File: src/sv/dkt_pkg.sv
`timescale 1ns / 1ps
// ----------------------------------------------------------------------------
// dkt_pkg: shared types and constants for the key table
// Word formats, result codes and the controller/datapath command bundle.
// ----------------------------------------------------------------------------
package dkt_pkg;

	// table geometry
	localparam int POOL_DEPTH = 128;
	localparam int IDX_W      = (POOL_DEPTH > 1) ? $clog2(POOL_DEPTH) : 1;
	localparam int CNT_W      = $clog2(POOL_DEPTH + 1);

	// largest signed 64-bit value, rejected as a generation
	localparam logic [63:0] GEN_TOP = 64'h7FFF_FFFF_FFFF_FFFF;

	// operation codes
	localparam logic OP_INSERT = 1'b0;
	localparam logic OP_REMOVE = 1'b1;

	// result codes
	localparam logic [2:0] ST_OK       = 3'd0;
	localparam logic [2:0] ST_BADGEN   = 3'd1;
	localparam logic [2:0] ST_NOTOWNED = 3'd2;
	localparam logic [2:0] ST_FULL     = 3'd3;
	localparam logic [2:0] ST_DUP      = 3'd4;
	localparam logic [2:0] ST_MISSING  = 3'd5;

	// request word
	typedef struct packed {
		logic               operation;
		logic [63:0]        key_high;
		logic [63:0]        key_mid;
		logic [31:0]        key_low;
		logic signed [63:0] generation_in;
		logic               key_owned;
	} req_t;

	// response word
	typedef struct packed {
		logic        accepted;
		logic [2:0]  status;
		logic [7:0]  entry_count;
		logic [62:0] next_index;
	} rsp_t;

	// controller -> datapath
	typedef struct packed {
		logic       load;      // capture request word
		logic       scan_clr;  // restart scan pointer
		logic       scan_rd;   // read entry at scan pointer, advance
		logic       last_rd;   // read last live entry
		logic       hole_ld;   // remember index of the hit
		logic       append;    // store new entry at the tail
		logic       move;      // last entry into the hole, shrink
		logic       res_ld;    // load response register
		logic [2:0] res_code;
	} cmd_t;

	// datapath -> controller
	typedef struct packed {
		logic is_remove;
		logic bad_gen;
		logic not_owned;
		logic full;
		logic empty;
		logic more;      // scan pointer still below count
		logic match;     // compared entry hits
		logic last_cmp;  // compared entry was the last live one
	} sts_t;

endpackage

File: src/sv/dkt_ctrl.sv
`timescale 1ns / 1ps
// ----------------------------------------------------------------------------
// dkt_ctrl: sequencing for insert and remove
// Runs the precheck, the linear scan, the append or hole fill, and hands the
// result to the response register.
// ----------------------------------------------------------------------------
module dkt_ctrl (
	input  logic          clk,
	input  logic          arst_n,
	input  logic          req_valid,
	output logic          req_stall,
	output logic          rsp_valid,
	input  logic          rsp_stall,
	input  dkt_pkg::sts_t sts,
	output dkt_pkg::cmd_t cmd
);

	localparam logic [2:0] S_IDLE   = 3'd0;
	localparam logic [2:0] S_CHECK  = 3'd1;
	localparam logic [2:0] S_SCAN   = 3'd2;
	localparam logic [2:0] S_APPEND = 3'd3;
	localparam logic [2:0] S_MVRD   = 3'd4;
	localparam logic [2:0] S_MVWR   = 3'd5;
	localparam logic [2:0] S_FIN    = 3'd6;

	logic [2:0] state_q, state_d;
	logic [2:0] code_q, code_d;
	logic       rsp_valid_q;
	logic       rsp_free;

	assign rsp_free  = ~rsp_valid_q | ~rsp_stall;
	assign req_stall = (state_q != S_IDLE);
	assign rsp_valid = rsp_valid_q;

	// next state and commands
	always_comb begin
		cmd          = '0;
		cmd.res_code = code_q;
		state_d      = state_q;
		code_d       = code_q;
		unique case (state_q)
			S_IDLE: begin
				if (req_valid) begin
					cmd.load = 1'b1;
					state_d  = S_CHECK;
				end
			end
			S_CHECK: begin
				if (sts.is_remove) begin
					if (sts.empty) begin
						code_d  = dkt_pkg::ST_MISSING;
						state_d = S_FIN;
					end else begin
						cmd.scan_clr = 1'b1;
						state_d      = S_SCAN;
					end
				end else begin
					priority if (sts.bad_gen) begin
						code_d  = dkt_pkg::ST_BADGEN;
						state_d = S_FIN;
					end else if (sts.not_owned) begin
						code_d  = dkt_pkg::ST_NOTOWNED;
						state_d = S_FIN;
					end else if (sts.full) begin
						code_d  = dkt_pkg::ST_FULL;
						state_d = S_FIN;
					end else if (sts.empty) begin
						state_d = S_APPEND;
					end else begin
						cmd.scan_clr = 1'b1;
						state_d      = S_SCAN;
					end
				end
			end
			S_SCAN: begin
				cmd.scan_rd = sts.more & ~sts.match;
				if (sts.match) begin
					if (sts.is_remove) begin
						cmd.hole_ld = 1'b1;
						state_d     = S_MVRD;
					end else begin
						code_d  = dkt_pkg::ST_DUP;
						state_d = S_FIN;
					end
				end else if (sts.last_cmp) begin
					if (sts.is_remove) begin
						code_d  = dkt_pkg::ST_MISSING;
						state_d = S_FIN;
					end else begin
						state_d = S_APPEND;
					end
				end
			end
			S_APPEND: begin
				cmd.append = 1'b1;
				code_d     = dkt_pkg::ST_OK;
				state_d    = S_FIN;
			end
			S_MVRD: begin
				cmd.last_rd = 1'b1;
				state_d     = S_MVWR;
			end
			S_MVWR: begin
				cmd.move = 1'b1;
				code_d   = dkt_pkg::ST_OK;
				state_d  = S_FIN;
			end
			S_FIN: begin
				if (rsp_free) begin
					cmd.res_ld = 1'b1;
					state_d    = S_IDLE;
				end
			end
			default: begin
				state_d = S_IDLE;
			end
		endcase
	end

	// state, code and response valid
	always_ff @(posedge clk or negedge arst_n) begin
		if (!arst_n) begin
			state_q     <= S_IDLE;
			code_q      <= dkt_pkg::ST_OK;
			rsp_valid_q <= 1'b0;
		end else begin
			state_q <= state_d;
			code_q  <= code_d;
			if (cmd.res_ld) begin
				rsp_valid_q <= 1'b1;
			end else if (~rsp_stall) begin
				rsp_valid_q <= 1'b0;
			end
		end
	end

	// ------------------------------------------------------------------
	// checks
	// ------------------------------------------------------------------
	a_rsp_from_fin: assert property (@(posedge clk) disable iff (!arst_n)
		$rose(rsp_valid_q) |-> $past(state_q == S_FIN))
		else $error("response raised outside finish state");

	a_append_room: assert property (@(posedge clk) disable iff (!arst_n)
		cmd.append |-> (~sts.full && ~sts.is_remove))
		else $error("append into full table or on remove");

	a_move_live: assert property (@(posedge clk) disable iff (!arst_n)
		cmd.move |-> (~sts.empty && sts.is_remove))
		else $error("hole fill with no live entry");

	a_scan_bound: assert property (@(posedge clk) disable iff (!arst_n)
		cmd.scan_rd |-> sts.more)
		else $error("scan read beyond count");

	a_one_in_flight: assert property (@(posedge clk) disable iff (!arst_n)
		cmd.load |=> req_stall)
		else $error("second word taken while busy");

endmodule
File: config.mk
export PLATFORM = sky130hd
export DESIGN_NAME = dkt_ctrl
export DESIGN_NICKNAME = d
export VERILOG_FILES = /design/src/sv/dkt_pkg.sv /design/src/sv/dkt_ctrl.sv
export SDC_FILE = /design/constraint.sdc
export NUM_CORES = 1
export LEC_CHECK = 0
export BUFFER_PORTS_ARGS = -buffer_cell sky130_fd_sc_hd__buf_2
export CORE_AREA = 3 3 40 42
export CTS_BUF_LIST = sky130_fd_sc_hd__clkbuf_8
export DETAILED_ROUTE_END_ITERATION = 8
export DIE_AREA = 0 0 43 45
export PLACE_DENSITY = 0.82
export SETUP_SLACK_MARGIN = 0.15
export SLEW_MARGIN = 20
export SYNTH_ARGS = -nofsm -noshare
export SYNTH_HDL_FRONTEND = slang
export SYNTH_SLANG_ARGS = --single-unit
File: constraint.sdc
create_clock -name clk -period 1.75 [get_ports clk]
set_input_delay 0.0875 -clock clk [delete_from_list [all_inputs] [get_ports clk]]
set_output_delay 0.0875 -clock clk [all_outputs]
set_load 0.03 [all_outputs]
==> flow_metrics.py, run 1 <==
metrics = {
    "run_status": {
        "status": "finished, final reports clean",
    },
    "clock_network": {
        "cts_buffers": 3,
        "clockBufferDepth": 2,
        "htreeDepth": 1,
        "clkSlewWorstSetupHoldPaths_ns": 0.04,
        "clkLatencyLatePin_ns": 0.23,
        "cts_tree": "built",
        "cts.sinks": 7,
        "cts-root-buf": "clkbuf_8",
    },
    "critical_path": {
        "crit_chain": "or4b_4 > o211ai_4 > a211oi_4 > mux2_4",
        "worstPathMaxFanout": 5,
        "rr_worst_depth": 4,
        "cp_top_family": "simple AND/OR/NAND/NOR gates",
        "critical-path-max-stage-delay_ns": 0.51,
        "r2r-end": "code_q[2]",
        "crit_start": "state_q[0]",
        "worst_setup_path_end_kind": "flop",
        "worst-path-stages": 4,
        "rr_startpoint": "state_q[0]",
        "timing.critical_path.slowest_stage_cell": "or4b_4",
        "cp-endpoint": "code_q[2]",
        "ff2ff_setup_slack_ns": 0.20,
        "crit_required_ns": 1.86,
        "critPathBufInv": 0,
        "crit_type": "reg2reg",
        "start_kind": "flop",
        "arrival_ns": 1.66,
    },
    "yosys": {
        "synth_largest_area_cell": "dfrtp_1",
        "synthArstFlopShare": 1.00,
        "yosysWarnings": 0,
        "yosysTopAreaCellShare": 0.321,
        "synth_area_um2": 546,
        "syn_area_per_cell_um2": 8.80,
        "syn-num-nets": 74,
        "synth-seq-cells": 7,
        "ys_types": 32,
        "syn_inst": 62,
        "synth_edf_count": 0,
        "dominantRegCellSynth": "dfrtp_1",
        "yosysSeqAreaShare": 0.321,
        "synth_area_leaders": "dfrtp_1 (32%), mux2_4 (8.3%), nand2_1 (4.8%)",
    },
    "finish": {
        "fin_area_um2": 778,
        "fin_nets": 104,
        "final_cell_mix": "buf_2 (23), nand2_1 (7), dfrtp_1 (7)",
        "areaGrowthSynthToFinish_pct": 42.7,
        "final_common_cell": "buf_2",
        "drive_gt1_frac": 0.495,
        "postLayoutCoreUtil": 0.606,
        "diodes": 0,
    },
    "worst_hold_path": {
        "hold_start": "rsp_stall",
        "hold_class": "in2reg",
    },
    "detailed_routing": {
        "via_per_inst": 5.79,
        "ant_nets": 0,
        "dr_total_vias": 614,
        "drt_iter0_markers": 10,
        "wl_per_cell_um": 15.0,
        "drc": 0,
        "drt_wl_total_um": 1590,
        "drt_first_pass_iters": 4,
    },
    "global_routing": {
        "first_global_vias": 572,
        "grt_max_degree": 14,
        "antenna_found_initial": 0,
        "grt_remaining_overflow": 0,
        "grt.total_usage": 0.171,
        "grt_first_pass_wirelength_um": 2470,
    },
    "power_and_ir_drop": {
        "leakagePower_nw": 0.385,
        "peakVddDrop_v": 0.000814,
        "p_total_mw": 1.59,
        "power.density_mw_per_mm2": 2050,
    },
    "place": {
        "gp_congestion": 0.869,
        "hpwl_um": 1190,
        "placed_cell_area_um2": 693,
        "io_buffers": 24,
    },
    "floorplanning": {
        "die-area_mm2": 0.00194,
        "pin_count": 25,
        "coreArea_mm2": 0.00128,
        "row_count": 13,
        "fp.dieH_um": 45,
        "die_w_um": 43,
        "initial_core_util": 0.425,
    },
    "timing": {
        "slew_headroom": 0.801,
        "tightest_slew_ns": 0.297,
        "min_period_ns": 1.55,
        "fin_skew_ns": 0.00199,
        "fmax_mhz": 644,
        "rsz0062_at_grt": "no",
        "holdWs_ns": 0.130,
        "hold_viol": 0,
        "fin_crit_sh": 0.887,
        "setup_tns_ns": 0,
        "finalMaxSlewViolations": 0,
        "finalSetupViolCount": 0,
    },
    "flow_run": {
        "cap_violations": 0,
    },
}
## layout make-up
class                   instances  area, um^2
repair buffers                 29         163
well taps                      15        18.8
inverters                       3        11.3
fillers                       114         507
clock inverters                 1        3.75
clock buffers                   3        41.3
flip-flops and latches          7         175
multi-input cells              48         365
## kinds of logic (layout without fill, tap and decap cells)
group | count (synthesis) | count (layout) | synth area share
flip-flops | 7 | 7 | 0.321
multiplexers | 3 | 3 | 0.0826
buffers and inverters | 7 | 36 | 0.0665
AND/OR/NAND/NOR | 29 | 29 | 0.278
AO/OA/AOI/OAI | 16 | 16 | 0.252
## metrics by stage
stage / std cells / setup WS [ns]
global route: 106 / 0.182
finish: 106 / 0.198
global placement: 100 / 0.180
detailed placement: 100 / 0.144
CTS: 106 / 0.193
floorplan: 62 / 0.169
## state kept, by name, summed over array words and instances, names as in the netlist
name	cells
state_q	3
code_q	3
rsp_valid	1
## worst min-delay path: cells and delay by family
family        cells  cell delay [ns]
buf+inv           1             0.09
simple gates      2             0.14
## metal layers
layer	share of wire	GRT usage	vias up
met5	0	0	-
li1	-	-	289
met4	0.010	0.0723	0
met2	0.49	0.284	29
met3	0.078	0.0359	3
met1	0.42	0.217	293
## timing repair
action / CTS / global route
setup buffers: 1 / 0
hold buffers: 1 / 0
endpoints found under the setup margin: 5 / 2
hold endpoints to repair: 7 / 0
pin swaps: 2 / 0
cloned: 0 / 0
gates resized for setup: 3 / 3
## how the worst min path moves through the flow
stage | endpoint | slack [ns] | cells after the start
after detailed placement | state_q[2] | -0.07 | 1
after global routing | rsp_valid | 0.15 | 3
final | rsp_valid | 0.13 | 3
after global placement | rsp_valid | -0.08 | 1
after floorplan | code_q[0] | -0.21 | 0
after CTS | rsp_valid | 0.13 | 3
## cell usage after synthesis, types with 2 or more instances
cell / number
a21oi_1: 3
o21ai_0: 2
mux2_4: 3
o22a_1: 2
and3_1: 4
nor2_1: 6
nand2_1: 7
nor3_1: 4
dfrtp_1: 7
buf_2: 2
## power breakdown
group	total, mW	switching (mW)	internal (mW)
clock	0.230	0.0773	0.152
sequential	0.292	0.0523	0.240
combinational	1.07	0.645	0.425
total	1.59	0.775	0.817
(Power assumes the default switching activity.)
==> run 2, diff against run 1 <==
--- a/config.mk
+++ b/config.mk
@@ -6,11 +6,11 @@
 export NUM_CORES = 1
 export LEC_CHECK = 0
 export BUFFER_PORTS_ARGS = -buffer_cell sky130_fd_sc_hd__buf_2
-export CORE_AREA = 3 3 40 42
+export CORE_MARGIN = 3
+export CORE_UTILIZATION = 42
 export CTS_BUF_LIST = sky130_fd_sc_hd__clkbuf_8
 export DETAILED_ROUTE_END_ITERATION = 8
-export DIE_AREA = 0 0 43 45
-export PLACE_DENSITY = 0.82
+export PLACE_DENSITY = 0.87
 export SETUP_SLACK_MARGIN = 0.15
 export SLEW_MARGIN = 20
 export SYNTH_ARGS = -nofsm -noshare
==> constraint.sdc (replaced) <==
create_clock -name clk -period 1.4 [get_ports clk]
set_input_delay 0.07 -clock clk [delete_from_list [all_inputs] [get_ports clk]]
set_output_delay 0.07 -clock clk [all_outputs]
set_load 0.03 [all_outputs]
==> run 2 against run 1 <==
  * The run now ends with setup timing left
  * First-iteration DRC count rose by 40%
  * Sequential share of layout area decreased by 5.1 points
  * Core utilization up 26 points
  * Clock power grew 21%
  * Largest cell class unchanged
  * Clock skew fell by 0.0017 ns
  * Die area down 8.7%
  * Highest routed layer unchanged
  * Sequential cell count unchanged
  * Hold slack better by 0.054 ns
==> flow_metrics.py, run 2 (synthesis gave the netlist of run 1 again) <==
metrics = {
    "critical_path": {
        "timing.critical_path.slowest_stage_cell": "or3_4",
        "start_kind": "flop",
        "critical-path-max-stage-delay_ns": 0.42,
        "arrival_ns": 1.64,
        "r2r-end": "code_q[1]",
        "worstPathMaxFanout": 4,
        "worst_setup_path_end_kind": "flop",
        "rr_startpoint": "state_q[1]",
        "crit_required_ns": 1.51,
        "crit_type": "reg2reg",
        "crit_start": "state_q[1]",
        "ff2ff_setup_slack_ns": -0.13,
        "crit_chain": "or3_4 > o211ai_4 > a211oi_4 > mux2_4",
        "rr_worst_depth": 4,
    },
    "power_and_ir_drop": {
        "peakVddDrop_v": 0.00154,
        "switching_share": 0.456,
        "power.density_mw_per_mm2": 2520,
        "clkPwrFrac": 0.110,
        "power_switching_mw": 1.15,
        "comb_power_share": 0.736,
        "pwr-share-seq": 0.155,
        "p_int_mw": 1.38,
        "leakagePower_nw": 0.477,
    },
    "floorplanning": {
        "die_w_um": 42.0,
        "fp.dieH_um": 42.0,
        "pin_count": 25,
        "row_count": 12,
        "initial_core_util": 0.472,
        "coreArea_mm2": 0.00116,
        "die-area_mm2": 0.00177,
    },
    "global_routing": {
        "grt_first_pass_wirelength_um": 3040,
        "grt_remaining_overflow": 0,
        "antenna_found_initial": 0,
        "first_global_vias": 687,
        "grt_max_degree": 12,
        "grt.total_usage": 0.227,
    },
    "finish": {
        "fin_nets": 119,
        "diodes": 0,
        "areaGrowthSynthToFinish_pct": 83.9,
        "drive_gt1_frac": 0.632,
        "stdcell_count": 120,
        "final_cell_mix": "buf_2 (16), buf_4 (16), buf_6 (11)",
        "fillers": 59,
        "postLayoutCoreUtil": 0.868,
    },
    "timing": {
        "fmax_mhz": 654,
        "slew_headroom": 0.797,
        "hold_viol": 0,
        "holdWs_ns": 0.184,
        "fin_skew_ns": 0.000297,
        "finalMaxSlewViolations": 0,
        "min_period_ns": 1.53,
        "tightest_slew_ns": 0.302,
        "finalSetupViolCount": 8,
        "fin_crit_sh": 1.09,
        "rsz0062_at_grt": "yes",
        "setup_ws_ns": -0.129,
    },
    "clock_network": {
        "cts.sinks": 7,
        "cts_tree": "built",
        "cts_buffers": 3,
        "cts-root-buf": "clkbuf_8",
        "clkLatencyLatePin_ns": 0.23,
        "htreeDepth": 1,
        "clkSlewWorstSetupHoldPaths_ns": 0.04,
        "clockBufferDepth": 2,
    },
    "detailed_routing": {
        "dr_total_vias": 694,
        "via_per_inst": 5.78,
        "wl_per_cell_um": 17.5,
        "drt_wl_total_um": 2100,
        "drt_first_pass_iters": 4,
        "drc": 0,
        "drt_iter0_markers": 14,
        "ant_nets": 0,
    },
    "place": {
        "hpwl_um": 1300,
        "gp_congestion": 0.891,
        "io_buffers": 24,
        "placed_cells": 106,
    },
    "worst_hold_path": {
        "hold_start": "rsp_stall",
        "hold_class": "in2reg",
        "min_path_cells": 3,
        "hold_end": "rsp_valid",
    },
    "flow_run": {
        "cap_violations": 0,
    },
    "run_status": {
        "status": "finished with violations",
        "violations": "setup timing",
    },
}
-- run 2: critical path, delay by kind of cell, from the launching register on --
| kind | cells | cell delay [ns] |
|---|---|---|
| AO/OA/AOI/OAI | 2 | 0.27 |
| multiplexers | 1 | 0.30 |
| flip-flops | 1 | 0.41 |
| AND/OR/NAND/NOR | 1 | 0.42 |
-- run 2: worst max-delay path by stage --
stage          slack, ns   endpoint
2_1_floorplan      -0.15  code_q[0]
3_3_place_gp       -0.15  code_q[1]
3_5_place_dp       -0.19  code_q[1]
4_1_cts            -0.11  code_q[1]
5_1_grt            -0.17  code_q[0]
6_report           -0.13  code_q[1]
-- run 2: power by group through the flow --
stage / registers, mW / clock network, mW / logic (mW)
floorplan: 0.460 / 0 / 0.896
global placement: 0.366 / 0 / 1.35
detailed placement: 0.379 / 0 / 1.38
CTS: 0.381 / 0.282 / 1.67
global route: 0.404 / 0.293 / 1.97
finish: 0.391 / 0.278 / 1.86
-- run 2: final cells by class --
class	count	area (um^2)	share of cell area
clock buffers	3	41.3	0.0411
clock inverters	1	3.75	0.00374
inverters	3	21.3	0.0212
multi-input cells	48	410	0.409
flip-flops and latches	7	175	0.175
well taps	14	17.5	0.0175
repair buffers	44	334	0.333
-- run 2: layer usage --
| metal | up-vias | wire length (um) | global-route usage | share of wire |
|---|---|---|---|---|
| met1 | 327 | 823 | 0.276 | 0.39 |
| li1 | 315 | - | - | - |
| met2 | 44 | 1050 | 0.377 | 0.50 |
| met4 | 0 | 55 | 0.161 | 0.026 |
| met5 | - | 0 | 0 | 0 |
| met3 | 8 | 171 | 0.0129 | 0.082 |
-- run 2: timing repair --
item	4_1_cts	5_1_grt
endpoints found under the setup margin	15	15
hold buffers	1	0
hold endpoints to repair	7	0
pin swaps	5	3
buffers inserted	4	4
gates cloned	0	1
resized for setup	30	4
-- run 2: metrics by stage --
stage,setup TNS (ns),worst slack [ns],total power [mW],area (um^2)
floorplan,-0.446,-0.149,1.36,586
global placement,-0.459,-0.153,1.72,772
detailed placement,-0.582,-0.186,1.76,772
CTS,-0.393,-0.109,2.34,953
global route,-0.877,-0.175,2.67,1000
finish,-0.503,-0.129,2.53,1000
